**config.mk**
```make
export PLATFORM = sky130hd
export DESIGN_NAME = prc_front
export DESIGN_NICKNAME = d
export VERILOG_FILES = /design/src/rtl/prc_pkg.sv /design/src/rtl/prc_front.sv
export SDC_FILE = /design/constraint.sdc
export NUM_CORES = 1
export LEC_CHECK = 0
export BUFFER_PORTS_ARGS = -buffer_cell sky130_fd_sc_hd__buf_2
export CORE_ASPECT_RATIO = 0.7
export CORE_MARGIN = 3
export CORE_UTILIZATION = 40
export CTS_BUF_LIST = sky130_fd_sc_hd__clkbuf_8
export CTS_CLUSTER_DIAMETER = 150
export DETAILED_ROUTE_END_ITERATION = 7
export GPL_ROUTABILITY_DRIVEN = 1
export PLACE_DENSITY = 0.59
export SLEW_MARGIN = 5
export SYNTH_ARGS = -nofsm -noshare
export SYNTH_HDL_FRONTEND = slang
export SYNTH_SLANG_ARGS = --single-unit
```
**constraint.sdc**
```tcl
create_clock -name clk -period 6.3 [get_ports clk]
set_input_delay 0.315 -clock clk [delete_from_list [all_inputs] [get_ports clk]]
set_output_delay 0.315 -clock clk [all_outputs]
set_load 0.01 [all_outputs]
```
**src/rtl/prc_pkg.sv**
```systemverilog
package prc_pkg;

  // field and port geometry
  localparam int FIELD_W = 32;
  localparam int IN_FIELDS = 5;
  localparam int OUT_FIELDS = 3;

  // defaults for the top level parameters
  localparam int ANGLE_BITS_DEF = 32;
  localparam int COORD_FRAC_BITS_DEF = 30;

  // cordic and pipeline structure
  localparam int CORDIC_STEPS = 32;
  localparam int QUEUE_DEPTH = 4;
  localparam int NUM_ROT = 8;
  localparam int SC_LAT = CORDIC_STEPS + 2;
  localparam int VEC_LAT = CORDIC_STEPS + 1;
  localparam int MUL_LAT = 2;
  localparam int ROT_LAT = MUL_LAT + 1;

  // plane of each rotation in chain order, set bit means xy, clear means xz
  localparam logic [NUM_ROT-1:0] ROT_XY = 8'b1010_1001;

  // arctangent of 2^-i as a 32-bit binary angle
  localparam logic [31:0] ATAN_Q32 [CORDIC_STEPS] = '{
    32'h20000000, 32'h12E4051E, 32'h09FB385B, 32'h051111D4, 32'h028B0D43, 32'h0145D7E1,
    32'h00A2F61E, 32'h00517C55, 32'h0028BE53, 32'h00145F2F, 32'h000A2F98, 32'h000517CC,
    32'h00028BE6, 32'h000145F3, 32'h0000A2FA, 32'h0000517D, 32'h000028BE, 32'h0000145F,
    32'h00000A30, 32'h00000518, 32'h0000028C, 32'h00000146, 32'h000000A3, 32'h00000051,
    32'h00000029, 32'h00000014, 32'h0000000A, 32'h00000005, 32'h00000003, 32'h00000001,
    32'h00000001, 32'h00000000
  };

  // inverse cordic gain in q0.32
  localparam logic [31:0] INV_GAIN_Q32 = 32'h9B74EDA8;

  // bring a 32-bit fraction to another resolution, round half up when narrowing
  function automatic logic [63:0] rescale32(logic [31:0] v, int bits);
    logic [63:0] w;
    w = {32'd0, v};
    if (bits >= 32) begin
      return w << (bits - 32);
    end
    return (w + (64'd1 << (31 - bits))) >> (32 - bits);
  endfunction

endpackage

```
**src/rtl/prc_front.sv**
```systemverilog
module prc_front #(
  parameter int ANGLE_BITS = prc_pkg::ANGLE_BITS_DEF
) (
  input  logic                                          clk,
  input  logic                                          rst,
  input  logic                                          in_valid,
  output logic                                          in_ready,
  input  logic [prc_pkg::IN_FIELDS*prc_pkg::FIELD_W-1:0] in_data,
  input  logic                                          pop,
  output logic                                          head_valid,
  output logic [ANGLE_BITS-1:0]                         polar,
  output logic [ANGLE_BITS-1:0]                         azimuth,
  output logic [ANGLE_BITS-1:0]                         prec_open_neg,
  output logic [ANGLE_BITS-1:0]                         prec_phase_neg,
  output logic [ANGLE_BITS-1:0]                         spin_phase_neg
);
  import prc_pkg::*;

  localparam int A = ANGLE_BITS;
  localparam int D = QUEUE_DEPTH;
  localparam int PW = (D > 1) ? $clog2(D) : 1;
  localparam int CNW = $clog2(D + 1);
  localparam int EW = IN_FIELDS * A;

  logic [EW-1:0]  mem [D];
  logic [PW-1:0]  wr_ptr;
  logic [PW-1:0]  rd_ptr;
  logic [CNW-1:0] count;
  logic [A-1:0]   ang [IN_FIELDS];
  logic [EW-1:0]  entry;
  logic [EW-1:0]  head;
  logic           push;
  logic           do_pop;

  // fields to angles, negating the ones the chain turns backwards by
  always_comb begin
    for (int k = 0; k < IN_FIELDS; k++) begin
      ang[k] = A'($signed(in_data[k*FIELD_W +: FIELD_W]));
    end
    entry = {A'(-ang[4]), A'(-ang[3]), A'(-ang[2]), ang[1], ang[0]};
  end

  assign in_ready   = count < CNW'(D);
  assign head_valid = count != '0;
  assign push       = in_valid & in_ready;
  assign do_pop     = pop & head_valid;

  // item queue storage
  always_ff @(posedge clk) begin
    if (push) begin
      mem[wr_ptr] <= entry;
    end
  end

  // queue pointers and fill count
  always_ff @(posedge clk) begin
    if (rst) begin
      wr_ptr <= '0;
      rd_ptr <= '0;
      count  <= '0;
    end else begin
      if (push) begin
        wr_ptr <= (wr_ptr == PW'(D - 1)) ? '0 : wr_ptr + 1'b1;
      end
      if (do_pop) begin
        rd_ptr <= (rd_ptr == PW'(D - 1)) ? '0 : rd_ptr + 1'b1;
      end
      if (push && !do_pop) begin
        count <= count + 1'b1;
      end else if (!push && do_pop) begin
        count <= count - 1'b1;
      end
    end
  end

  // head of queue
  assign head           = mem[rd_ptr];
  assign polar          = head[0*A +: A];
  assign azimuth        = head[1*A +: A];
  assign prec_open_neg  = head[2*A +: A];
  assign prec_phase_neg = head[3*A +: A];
  assign spin_phase_neg = head[4*A +: A];

endmodule

```
### Word-level counts from Yosys, hierarchy flattened

Memories as Yosys holds them, arrays and structs flattened. A register that Yosys moved wholly into a read port is not among the register bits.
Cells that the tools add are included.

* reduce and logical (&&, ||, !) cells: 6
* add/subtract/negate cells: 7
* equality and inequality tests: 2
* multiplexer cells: 8
* order comparisons: 1
* bitwise gates (word level): 2

Operator list (count)
* $neg A32 Y32: 3
* $mux W2: 4
* $mux W3: 2
* $add A2 B1 Y2 const B: 2
* $eq A2 B2 Y1 const B: 2
* $add A3 B1 Y3 const B: 1
* $lt A3 B3 Y1 const B: 1
* $reduce_bool A3 Y1: 1
* $sub A3 B1 Y3 const B: 1
* $and A1 B1 Y1: 2
* $logic_and A1 B1 Y1: 2
* $logic_not A1 Y1: 2
* $mux W1: 2
* $reduce_bool A2 Y1: 1

* bits in writable memories: 640
* word-level logic and storage cells: 30
* register bits: 7
* memories: 1
* bits of input ports: 164

Memory list
* mem: depth 4, width 160, read ports 1, clocked after memory_dff 1, write ports 1, RTL line prc_front.sv:25 `logic [EW-1:0] mem [D];`

### Logic depth before layout (Yosys ltp)

Gate-level depths: netlist (run 1).

* word-level depth: 6
* mapped depth: 8

### Worst setup path after synthesis (run 1)

OpenSTA, ideal clock, no wires.

* kind: in2reg
* start point: in in_valid
* end point: mem mem[0][0] (netlist bit) (enable)
* data arrival time: 4.361 ns
* stages: 3
* slack: 1.400 ns
* cells stage by stage: nor2b_1 clkbuf_1 and2_1

* cells in the longest elaborated chain, start to end: 3

RTL lines
* start: declaration: RTL line prc_front.sv:6 `input logic in_valid,`
* $and A1 B1 Y1: RTL line prc_front.sv:45 `assign push = in_valid & in_ready;`
* via push: RTL line prc_front.sv:32 `logic push;`
* $mux W1: RTL line prc_front.sv:50 `if (push) begin`
* $mux W1 (not written as such): RTL line prc_front.sv:51 `mem[wr_ptr] <= entry;`
* end: declaration: RTL line prc_front.sv:25

The timed path passes the listed nets, and every way through them passes these cells.

==> metrics.txt, run 1 <==
Int Power=7.89 mW; clk slew on worst S/H paths=0.06 ns; total negative slack=0 ns; Initial Utilization=0.408; DRC=0; core area=62000 um2; hold depth=2; post-DR vias/cell=5.09; hold crit path type=primary input to register; post-cts sizing count=0; GR Util met2=0.267; clk buf depth=3; Initial DRC Count=806; hold bufs inserted after CTS=133; sw frac=0.272; DIE WIDTH=around 310 um; Data arrival, critical path=approximately 3.1 ns; post-route ant nets=0; Post-synth EDFFs=640; Detailed Routing Iterations Pass 1=5; Sw Pwr=a little under 3 mW; met1 usage=0.229; syn_area_per_cell=22.0 um2; max-cap check violation count=0; Period minus WS final=3.41 ns; initial antenna violation count=6; Main synth FF type=edfxtp_1; flops & latches, synth=649; # nets final=roughly 1900; wire per inst=21.6 um; Clock Latency Late Sink=about 0.7 ns; met3 Use GR=0.0485; pin count of the biggest net entering global routing=92; Comb pwr share=0.219; fmax=a little under 0.3 GHz; Ports=326; FP Rows=76; Req. time, crit path=about 6.0 ns; unrepaired setup endpoints after global routing=no; fraction of layout cells with a size suffix above 1=0.359; sequential share of power=0.488; register area share after synthesis=0.767; vias in the first global route=approximately 14000; Slew Limit Fails=0; YS warnings=0; Leak=10.3 nW; TritonCTS buffer count=100; power share of the clock group=0.294; first-pass GRT wire length=84900 um; worst hold start=in_data[112]; Area Growth Syn to Fin=22.8%; Peak VDD IR=~0.25 mV; gp weighted congestion=0.756; clock skew=between 0.02 and 0.03 ns; outcome=finished clean; setup slack, reg-to-reg=3.58 ns; setup violators final=0; count of clock tree sinks=649; reg2reg start=count[2]; Fin. Hold Viols=0; Cell Pwr Density=349 nW/um2; worst-path fanout max=between 60 and 70; Port Buf Inserts=325; cell area after synthesis=25300 um2; Rel. slew slack=0.340; Final Total Pwr=10.8 mW; unique cell type count in the Yosys netlist=40; CP startpoint kind=register; H-tree Lvls=3; CTS tree=done; gr usage total=0.169; GR peak layer=met2; placed wire-length estimate=33000 um; Die Y=216 um; reg2reg path depth=3; full die area=66300 um2; Async SR Flop Fraction=0; Mapped Cells=1152; Routed WL=55600 um; Slew @ Worst Pin=0.990 ns; period utilization=0.541; R2R Path End=mem[3][125]; Hold Path End=mem[1][112]; CP Class=register to output pin; GRT Residual Overflow=0; postcts setup bufs=0; CTS root buf=clkbuf_8; Synthesized Nets=around 1300; via count of the routed design=13100; CP Capture Type=output pin
-- flip-flops by register name (all words and copies together) (netlist names), named ones only --
signal	flops
count	3
rd_ptr	2
wr_ptr	2
mem	640
-- how the worst max path moves through the flow --
stage / startpoint / cells past startpoint / endpoint / slack, ns
finish: register / 3 / prec_open_neg[8] / 2.89
global route: register / 3 / prec_open_neg[25] / 2.67
CTS: register / 3 / prec_open_neg[17] / 2.75
detailed placement: in_valid / 4 / mem[3][106] / 3.48
global placement: in_valid / 4 / mem[2][106] / 3.47
floorplan: in_valid / 3 / mem[0][0] / 1.40
-- power by group through the flow --
stage	Combinational, mW	Clock, mW	Sequential (mW)
final	2.37	3.18	5.29
after global placement	2.36	0	5.36
after floorplan	1.43	0	5.39
after detailed placement	2.37	0	5.38
after CTS	2.44	3.31	5.30
after global routing	2.56	3.51	5.32
-- per-stage QoR --
stage               instances  utilization  hold slack [ns]  area [um2]  setup slack [ns]
floorplan                1152            -            0.384       25300              1.40
global placement         2266        0.451            0.457       27900              3.47
detailed placement       2266        0.451            0.468       27900              3.48
CTS                      2576        0.501          0.00191       31100              2.75
global route             2578        0.501           0.0144       31100              2.67
finish                   2578        0.501           0.0945       31100              2.89
-- cells by family (layout without fill, tap and decap cells) --
family / count (synthesis) / after routing / share of synthesized area
multiplexers: 161 / 161 / 0.143
AND/OR/NAND/NOR: 182 / 182 / 0.0430
other: 0 / 2 / 0
AO/OA/AOI/OAI: 7 / 7 / 0.00153
adder cells (fa/ha/maj): 10 / 10 / 0.00524
buffers and inverters: 52 / 657 / 0.00895
XOR/XNOR: 91 / 91 / 0.0315
flip-flops: 649 / 649 / 0.767
-- layout by cell type (no fill, tap or decap), types with 7 or more instances in the layout --
cell           count
nand4_1            9
clkbuf_8         102
nor2_1            34
or3_1             14
ha_1               9
nand2_1           22
edfxtp_1         640
dfxtp_1            7
dlygate4sd3_1    133
xor2_1            40
nand3_1           15
mux4_2           160
xnor2_1           51
nor3_1            21
nor4_1            26
clkinv_1          12
inv_1             60
buf_2            325
-- routing by layer --
metal  part of all wire  wire (um)
met1               0.44      24300
met2               0.47      26300
met3              0.067       3740
met4              0.021       1180
met5            0.00094         52
-- worst max-delay path: stages (launching register included) --
cell and delay [ns]:
dfxtp_4 0.85, buf_4 0.82, mux4_2 0.46, buf_2 0.16
-- cells in the mapped netlist (all sizes together), types with 2 or more instances --
library cell | count | share of area
edfxtp | 640 | 0.76
mux4 | 160 | 0.14
xnor2 | 51 | 0.018
xor2 | 40 | 0.014
nor2 | 34 | 0.0050
nor4 | 32 | 0.010
buf | 24 | 0.0048
nand2 | 22 | 0.0033
nor3 | 22 | 0.0046
clkbuf | 18 | 0.0027
nand3 | 15 | 0.0030
or3 | 14 | 0.0035
nand4 | 12 | 0.0041
inv | 10 | 0.0015
dfxtp | 9 | 0.0071
ha | 9 | 0.0045
a21oi | 5 | 0.00099
and2 | 5 | 0.0012
nor2b | 5 | 0.0012
nor3b | 4 | 0.0012
nor4b | 3 | 0.0010
and2b | 2 | 0.00059
and4b | 2 | 0.00079
and4bb | 2 | 0.00099
nand3b | 2 | 0.00059
nand4b | 2 | 0.00069
or4 | 2 | 0.00059
-- area by class of cell --
type                    instances  area (um2)
well taps                     819        1020
inverters                      10        37.5
clock buffers                 102        1400
clock inverters                75         388
multi-input cells             451        5680
flip-flops and latches        649       19400
diodes                          2        5.00
fillers                      5140       30900
repair buffers                470        3120
No activity file was read; power rests on OpenSTA's default activity.
==> run 2, diff against run 1 <==
--- a/config.mk
+++ b/config.mk
@@ -5,6 +5,7 @@
 export SDC_FILE = /design/constraint.sdc
 export NUM_CORES = 1
 export LEC_CHECK = 0
+export ABC_AREA = 1
 export BUFFER_PORTS_ARGS = -buffer_cell sky130_fd_sc_hd__buf_2
 export CORE_ASPECT_RATIO = 0.7
 export CORE_MARGIN = 3
==> constraint.sdc (replaced) <==
create_clock -name clk -period 3.4 [get_ports clk]
set_input_delay 0.17 -clock clk [delete_from_list [all_inputs] [get_ports clk]]
set_output_delay 0.17 -clock clk [all_outputs]
set_load 0.01 [all_outputs]
==> run 2 against run 1 <==
Against the previous run:
- cell count is 41% higher
- non-clock buffer count is 55 higher
- setup slack worse by 2.5 ns
- clock-buffer cell count is 1 lower
- combinational power is 140% higher
- critical path type unchanged
- die area is 4.7% higher
- sequential cell count stayed put
==> metrics.txt, run 2 <==
outcome=finished clean; Ports=326; Rel. slew slack=0.476; total negative slack=0 ns; Data arrival, critical path=2.80 ns; crit path cell chain=clkinv_8, buf_4, o21ai_0, o22ai_1, buf_2; CTS root buf=clkbuf_8; wire per inst=around 19 um; fmax=0.337 GHz; dominant cells by area after synthesis=edfxtp_1 72%, nor2_1 7.1%, o22ai_1 3.8%; setup slack, reg-to-reg=between 1 and 1.5 ns; max reg flops=640; Port Buf Inserts=325; Die Y=221 um; Slew Limit Fails=0; full die area=69500 um2; most common cell after layout, fill and taps aside=edfxtp_1; period utilization=0.873; Post-synth EDFFs=640; unique cell type count in the Yosys netlist=26; worst-path fanout max=150; post-cts sizing count=0; post-DR vias/cell=about 5.1; Cell Pwr Density=661 nW/um2; Slew @ Worst Pin=0.786 ns; Int Power=14.6 mW; CP startpoint kind=register; worst hold start=in_data[89]; reg2reg start=wr_ptr[0]; Area Growth Syn to Fin=23.3%; Detailed Routing Iterations Pass 1=5; Comb pwr share=0.266; Leak=about 12 nW; setup violators final=0; FF+latch area=a little under 20000 um2; cell area after synthesis=26500 um2; FP Rows=about 80; unrepaired setup endpoints after global routing=no; placed wire-length estimate=roughly 42000 um; Initial Utilization=0.407; Initial DRC Count=1423; TritonCTS buffer count=a little under 100; Req. time, crit path=3.23 ns; Largest Register=mem; gp weighted congestion=0.858; core area=65200 um2; power share of the clock group=0.274; most common cell in the netlist=edfxtp_1; via count of the routed design=18600; Yosys top cell by area=edfxtp_1; # nets final=~2900; final hold slack=0.111 ns; H-tree Lvls=3; max-cap check violation count=0; initial antenna violation count=0; fraction of layout cells with a size suffix above 1=0.181; Layout fillers=5821; DIE WIDTH=314 um; CP Class=register to output pin; register area share after synthesis=0.732; gr usage total=0.197; CTS tree=done; DRC=0; post-route ant nets=0; CP Capture Type=output pin; number of diodes=0; clk buf depth=3; Period minus WS final=2.97 ns; slowest CP cell=dfxtp_4; sw frac=0.327; clock skew=approximately 0.022 ns; flops & latches, synth=649; max incr delay on CP=0.53 ns; area occupied by multi-input gates=6390 um2; Synth top area share=0.725; Sw Pwr=7.06 mW; first-pass GRT wire length=107000 um; Clock Latency Late Sink=around 0.7 ns; Peak VDD IR=approximately 0.60 mV; syn_area_per_cell=between 10 and 15 um2; sequential share of power=0.460; Routed WL=roughly 70000 um; YS warnings=0; pin count of the biggest net entering global routing=151; GRT Residual Overflow=0; commonest non-fill, non-tap cells in the layout=640 x edfxtp_1, 496 x nor2_1, 325 x buf_2; Synth top cells by count=640 x edfxtp_1, 500 x nor2_1, 220 x nand2_1; count of clock tree sinks=649; vias in the first global route=18300; Async SR Flop Fraction=0; Mapped Cells=2160; biggest regs=mem (640), count (3); hold crit path type=primary input to register; Main synth FF type=edfxtp_1; Fin. Hold Viols=0; clk slew on worst S/H paths=0.06 ns; Synthesized Nets=2334
-- run 2: cell count changes after synthesis, moves of 26 or more --
cell,before,now
nor2_1,34,500
nand2_1,22,220
o21ai_0,1,186
mux4_2,160,0
o22ai_1,0,160
o21ai_1,0,144
inv_1,10,68
xnor2_1,51,12
buf_2,19,51
clkbuf_1,18,45
nor4_1,26,0
-- run 2: layout make-up --
class / instances / area share
tap: 880 / 0.0337
clock buffer: 101 / 0.0425
inverter: 69 / 0.00838
sequential: 649 / 0.594
clock inverter: 74 / 0.0125
timing repair buffer: 525 / 0.114
multi-input combinational: 1337 / 0.196
-- run 2: path summary, 6_finish.rpt --
path,end,cells after the start
hold / removal,mem[3][89],4
hold reg to reg,register,2
setup reg to reg,mem[0][105],5
setup / recovery,polar[3],5
-- run 2: routing by layer --
metal / vias to the layer above / routed length [um] / track usage
li1: 8853 / - / -
met1: 9137 / 31500 / 0.273
met2: 529 / 32400 / 0.315
met3: 98 / 4320 / 0.0436
met4: 0 / 1440 / 0.0527
met5: - / 0 / 0
-- run 2: cell families after synthesis --
kind of cell             Yosys count  synth area share
AO/OA/AOI/OAI                    523             0.109
XOR/XNOR                          46            0.0152
adder cells (fa/ha/maj)           10           0.00500
buffers and inverters            174            0.0288
flip-flops                       649             0.732
AND/OR/NAND/NOR                  758             0.111
-- run 2: stage by stage --
step / instances / utilization / total power [mW] / setup WS, ns / cell area, um2
2_1_floorplan: 2160 / - / 13.3 / 0.00762 / 26600
3_3_place_gp: 3297 / 0.449 / 15.7 / 1.26 / 29300
3_5_place_dp: 3297 / 0.449 / 15.8 / 1.20 / 29300
4_1_cts: 3635 / 0.501 / 21.9 / 0.397 / 32700
5_1_grt: 3635 / 0.501 / 22.8 / 0.222 / 32700
6_report: 3635 / 0.501 / 21.6 / 0.433 / 32700
-- run 2: what timing repair did --
item                                   in CTS  in global routing
endpoints found under the hold margin     640                  0
buffers inserted                            0                  0
hold buffers                              163                  0
-- run 2: power groups by stage --
stage	clock network (mW)	logic, mW	registers, mW
3_5_place_dp	0	5.69	10.1
4_1_cts	6.11	5.84	9.95
3_3_place_gp	0	5.61	10.1
2_1_floorplan	0	3.22	10.1
6_report	5.91	5.76	9.94
5_1_grt	6.47	6.32	10.0
-- run 2: worst max-delay path: cells and delay by family, from the launching register on --
family          cells  cell delay, ns
buf+inv             3            1.11
flops               1            0.53
compound gates      2            0.30
